**src/hdl/tsli_pkg.sv**
```systemverilog
package tsli_pkg;

    // field widths
    localparam int TIME_W      = 32;
    localparam int VALUE_W     = 32;
    localparam int STATUS_W    = 2;
    localparam int S_TDATA_W   = 64;
    localparam int M_TDATA_W   = 32;
    localparam int DIV_STEPS   = 32;
    localparam int STEP_W      = 5;

    // operation codes carried on s_tuser
    localparam logic FUNC_PUSH  = 1'b0;
    localparam logic FUNC_QUERY = 1'b1;

    // status codes carried on m_tuser
    localparam logic [STATUS_W-1:0] ST_OK      = 2'd0;
    localparam logic [STATUS_W-1:0] ST_NO_DATA = 2'd1;
    localparam logic [STATUS_W-1:0] ST_DROPPED = 2'd2;

    // request to the shared multiply/divide unit
    typedef struct packed {
        logic              start;
        logic [VALUE_W-1:0] mag;
        logic [TIME_W-1:0]  num;
        logic [TIME_W-1:0]  span;
    } md_req_t;

    // response from the shared multiply/divide unit
    typedef struct packed {
        logic               done;
        logic [VALUE_W-1:0] quo;
    } md_rsp_t;

endpackage

```
**src/hdl/tsli_muldiv.sv**
```systemverilog
module tsli_muldiv (
    input  logic              clk,
    input  logic              rst_n,
    input  tsli_pkg::md_req_t req,
    output tsli_pkg::md_rsp_t rsp
);

    import tsli_pkg::*;

    typedef enum logic [2:0] {
        MD_IDLE = 3'b001,
        MD_MUL  = 3'b010,
        MD_DIV  = 3'b100
    } md_state_t;

    md_state_t                state_reg, state_next;
    logic [VALUE_W-1:0]       mag_reg, mag_next;
    logic [TIME_W-1:0]        num_reg, num_next;
    logic [TIME_W-1:0]        span_reg, span_next;
    logic [TIME_W:0]          rem_reg, rem_next;
    logic [VALUE_W-1:0]       quo_reg, quo_next;
    logic [STEP_W-1:0]        step_reg, step_next;
    logic                     done_reg, done_next;
    logic [VALUE_W+TIME_W-1:0] prod;
    logic [TIME_W:0]          shifted;
    logic                     fits;

    // one 32x32 product, then one restoring quotient bit per cycle
    assign prod    = mag_reg * num_reg;
    assign shifted = {rem_reg[TIME_W-1:0], quo_reg[VALUE_W-1]};
    assign fits    = shifted >= {1'b0, span_reg};

    always_comb
    begin
        state_next = state_reg;
        mag_next   = mag_reg;
        num_next   = num_reg;
        span_next  = span_reg;
        rem_next   = rem_reg;
        quo_next   = quo_reg;
        step_next  = step_reg;
        done_next  = 1'b0;
        unique case (state_reg)
            MD_IDLE:
            begin
                if (req.start)
                begin
                    mag_next   = req.mag;
                    num_next   = req.num;
                    span_next  = req.span;
                    state_next = MD_MUL;
                end
            end
            MD_MUL:
            begin
                // high half is below the span since num never exceeds it
                rem_next   = {1'b0, prod[VALUE_W+TIME_W-1:VALUE_W]};
                quo_next   = prod[VALUE_W-1:0];
                step_next  = '0;
                state_next = MD_DIV;
            end
            MD_DIV:
            begin
                rem_next  = fits ? (shifted - {1'b0, span_reg}) : shifted;
                quo_next  = {quo_reg[VALUE_W-2:0], fits};
                step_next = step_reg + 1'b1;
                if (step_reg == STEP_W'(DIV_STEPS - 1))
                begin
                    done_next  = 1'b1;
                    state_next = MD_IDLE;
                end
            end
            default:
            begin
                state_next = MD_IDLE;
            end
        endcase
    end

    // sequencer state
    always_ff @(posedge clk or negedge rst_n)
    begin
        if (!rst_n)
        begin
            state_reg <= MD_IDLE;
            done_reg  <= 1'b0;
            step_reg  <= '0;
        end
        else
        begin
            state_reg <= state_next;
            done_reg  <= done_next;
            step_reg  <= step_next;
        end
    end

    // operands and partial results
    always_ff @(posedge clk)
    begin
        mag_reg  <= mag_next;
        num_reg  <= num_next;
        span_reg <= span_next;
        rem_reg  <= rem_next;
        quo_reg  <= quo_next;
    end

    assign rsp.done = done_reg;
    assign rsp.quo  = quo_reg;

endmodule

```
**config.mk**
```make
export PLATFORM = sky130hd
export DESIGN_NAME = tsli_muldiv
export DESIGN_NICKNAME = d
export VERILOG_FILES = /design/src/hdl/tsli_pkg.sv /design/src/hdl/tsli_muldiv.sv
export SDC_FILE = /design/constraint.sdc
export NUM_CORES = 2
export LEC_CHECK = 0
export BUFFER_PORTS_ARGS = -buffer_cell sky130_fd_sc_hd__buf_4
export CORE_MARGIN = 10
export CORE_UTILIZATION = 45
export DETAILED_ROUTE_END_ITERATION = 8
export GPL_TIMING_DRIVEN = 0
export PLACE_DENSITY_LB_ADDON = 0.05
export SETUP_SLACK_MARGIN = 0.4
export SLEW_MARGIN = 20
export SYNTH_ARGS = -nofsm -noshare
export SYNTH_HDL_FRONTEND = slang
export SYNTH_SLANG_ARGS = --single-unit
```
**constraint.sdc**
```tcl
create_clock -name clk -period 25.1 [get_ports clk]
set_input_delay 3.765 -clock clk [delete_from_list [all_inputs] [get_ports clk]]
set_output_delay 3.765 -clock clk [all_outputs]
set_load 0.02 [all_outputs]
```
==> summary.txt <==
DR pass1 iterations -> 5
Worst Setup EP -> rem_reg[28]
CTS max path bufs -> 2
Synth Register Bits -> 169
Max cap viols -> 0
Layout Nets -> 5775
GRT Util Overall -> 30.0%
Setup violations, final -> 0
# Post-CTS Setup Buffers -> 0
Clock sink total -> 169
Tightest Pin Transition -> 1300 ps
Initial core utilization -> 45.5%
End of the worst register-to-register path -> rem_reg[28]
Routed WL -> 153000 µm
Crit path from -> num_reg[6]
IO Count -> 132
Worst-path clk slew -> 90 ps
RD Place Congestion -> 1.01
Number of global-route vias before repair -> 32672
Final Hold Fails -> 0
CTS H-tree depth -> 4
Share of the synthesized area in the top cell type -> 43.7%
Site Rows -> 110
Worst-path maximum fanout -> 10
Vias/cell -> 5.50
TritonCTS Buffers -> 17
Post-Syn Nets -> 5615
Vias -> 31244
Wirelength per Cell -> 26.9 µm
First-pass GRT wire length -> 222000 µm
Syn Inst Count -> 4322
Crit path max-delay family -> adder cells
Core box area -> 90300 µm²
WP buf/inv -> 3
RSZ-0062 raised after global routing -> no
Levels on crit path -> 23
Reg2Reg Depth -> 23
Die Ht -> 322 µm
EDFF count, synth -> 160
Slew HR -> 13.4%
Post-DP Area -> 43700 µm²
Synthesized area -> 41100 µm²
RR Startpoint -> num_reg[6]
Synth area leaders -> fa_1, edfxtp_1, and2_1
Register area share after synthesis -> 12.2%
Crit. End Element -> flip-flop
Reg-to-reg setup timing slack -> 15450 ps
Hold_buf cts -> 0
Layout cells sized above 1 -> 4.72%
WS Path Type -> flip-flop to flip-flop
Required time worst endpoint -> 25370 ps
Die ar. -> 104000 µm²
Routed Antenna Nets -> 0
Area grow syn2layout -> 7.76%
DR iter-0 viols -> 2721
Critical-path cell list -> clkbuf_1 -> and2_1 -> fa_1 -> fa_1 -> fa_1 -> inv_1 -> fa_1 -> inv_1 -> fa_1 -> fa_1 -> fa_1 -> fa_1 -> ha_1 -> and4_1 -> nand3_1 -> or2_1 -> a211oi_1 -> o21ai_1 -> a21oi_2 -> o21ai_1 -> o21bai_1 -> xnor2_1 -> a21oi_1
Crit-path slowest cell -> clkbuf_1
Grt total ovfl -> 0
CP Launch Type -> flip-flop
Most used DFF post-synth -> edfxtp_1
Initial antenna violation count -> 14
Cts repair resizes -> 0
CTS tree -> built
YS warnings -> 0
Skew-Pair Late Insertion Delay -> 540 ps
Fin crit period -> 9650 ps
Tightest Hold Check Type -> flip-flop to flip-flop
Design area -> 44300 µm²
Final HPWL DP -> 126000 µm
Mean Syn Cell Area -> 9.51 µm²
Largest net degree at the start of global routing -> 39
Die width -> 322 µm
Post-synth top area cell -> fa_1
Tcrit/Tclk final -> 38.4%
Buffers on Ports -> 131
Max Clock Skew -> 29.2 ps
Status -> finished clean
Root buffer cell -> clkbuf_16
Drc violations -> 0
Synth cell types -> 74
FMAX -> 104 MHz
Worst Path Arrival -> 9910 ps
CP most frequent cell -> fa_1
Max-slew violations -> 0
Post-synth ARST share -> 5.33%
Crit path largest cell delay -> 1020 ps
Setup TNS Final -> 0 ps
[cells by family after synthesis]
family	share of synthesized area, %
buffers and inverters	10.3
multiplexers	0.149
AND/OR/NAND/NOR	16.5
AO/OA/AOI/OAI	6.19
flip-flops	12.2
XOR/XNOR	1.83
adder cells (fa/ha/maj)	52.7
[how the worst min path moves through the flow]
| stage | from | to | slack, ps | cells past startpoint |
|---|---|---|---|---|
| after floorplan | state_reg[1] | state_reg[1] | 450 | 1 |
| after global placement | state_reg[2] | state_reg[1] | 460 | 1 |
| after detailed placement | step_reg[4] | step_reg[4] | 490 | 1 |
| after CTS | step_reg[4] | step_reg[4] | 520 | 1 |
| after global routing | step_reg[4] | step_reg[4] | 540 | 1 |
| final | step_reg[4] | step_reg[4] | 520 | 1 |
[per-layer routing]
metal | vias to the layer above | routed length (µm) | GRT usage (%)
li1 | 13360 | - | -
met1 | 16213 | 62000 | 40.0
met2 | 1354 | 69200 | 46.7
met3 | 313 | 12400 | 4.84
met4 | 4 | 9290 | 16.1
met5 | - | 28 | 0
[cell usage after synthesis (12+ instances only)]
library cell	number
nand4_1	23
o21ai_0	68
a21o_1	42
edfxtp_1	160
and2_1	595
nand2_1	536
clkbuf_1	225
inv_1	889
ha_1	297
a31oi_1	14
nor3_1	15
o21a_1	16
fa_1	897
a211oi_1	24
nor2_1	92
xnor2_1	45
xor2_1	41
nand3_1	23
a21oi_1	153
o21ai_1	12
[per-stage QoR]
step	hold WS [ps]	cells	setup WS [ps]	util (%)
after detailed placement	493	5639	15800	48.4
final	517	5682	15450	49.0
after global placement	464	5629	4810	48.2
after global routing	543	5671	15310	49.0
after floorplan	446	4322	11370	-
after CTS	515	5671	15800	49.0
[final cells by class]
class / instances / area, µm²
inverter: 889 / 3340
fill: 8743 / 46000
timing repair buffer: 141 / 1080
tap: 1176 / 1470
antenna: 11 / 27.5
multi-input combinational: 3026 / 31800
buffer: 238 / 916
sequential: 169 / 5030
clock inverter: 14 / 158
clock buffer: 18 / 429
[cell usage in the layout, fill, tap and decap left out, types with 7 or more instances in the layout]
cell type / instances
a21oi_1: 153
nand2b_1: 8
nor2b_1: 11
buf_2: 8
xor2_1: 41
clkbuf_1: 221
o21a_1: 16
a21o_1: 42
nand3_1: 23
o21ai_0: 68
diode_2: 11
fa_1: 897
nand4_1: 23
a31oi_1: 14
dfrtp_1: 8
nor2_1: 92
a211oi_1: 24
clkbuf_16: 17
o21bai_1: 11
inv_1: 888
buf_4: 139
xnor2_1: 45
ha_1: 297
clkbuf_2: 7
nor3_1: 15
and3_1: 10
and2_1: 595
o211ai_1: 9
o21ai_1: 12
nand2_1: 536
edfxtp_1: 160
Power is left out: the tool's default activity adds up to more than one toggle a clock period on the data nets, which glitch-free logic cannot reach.
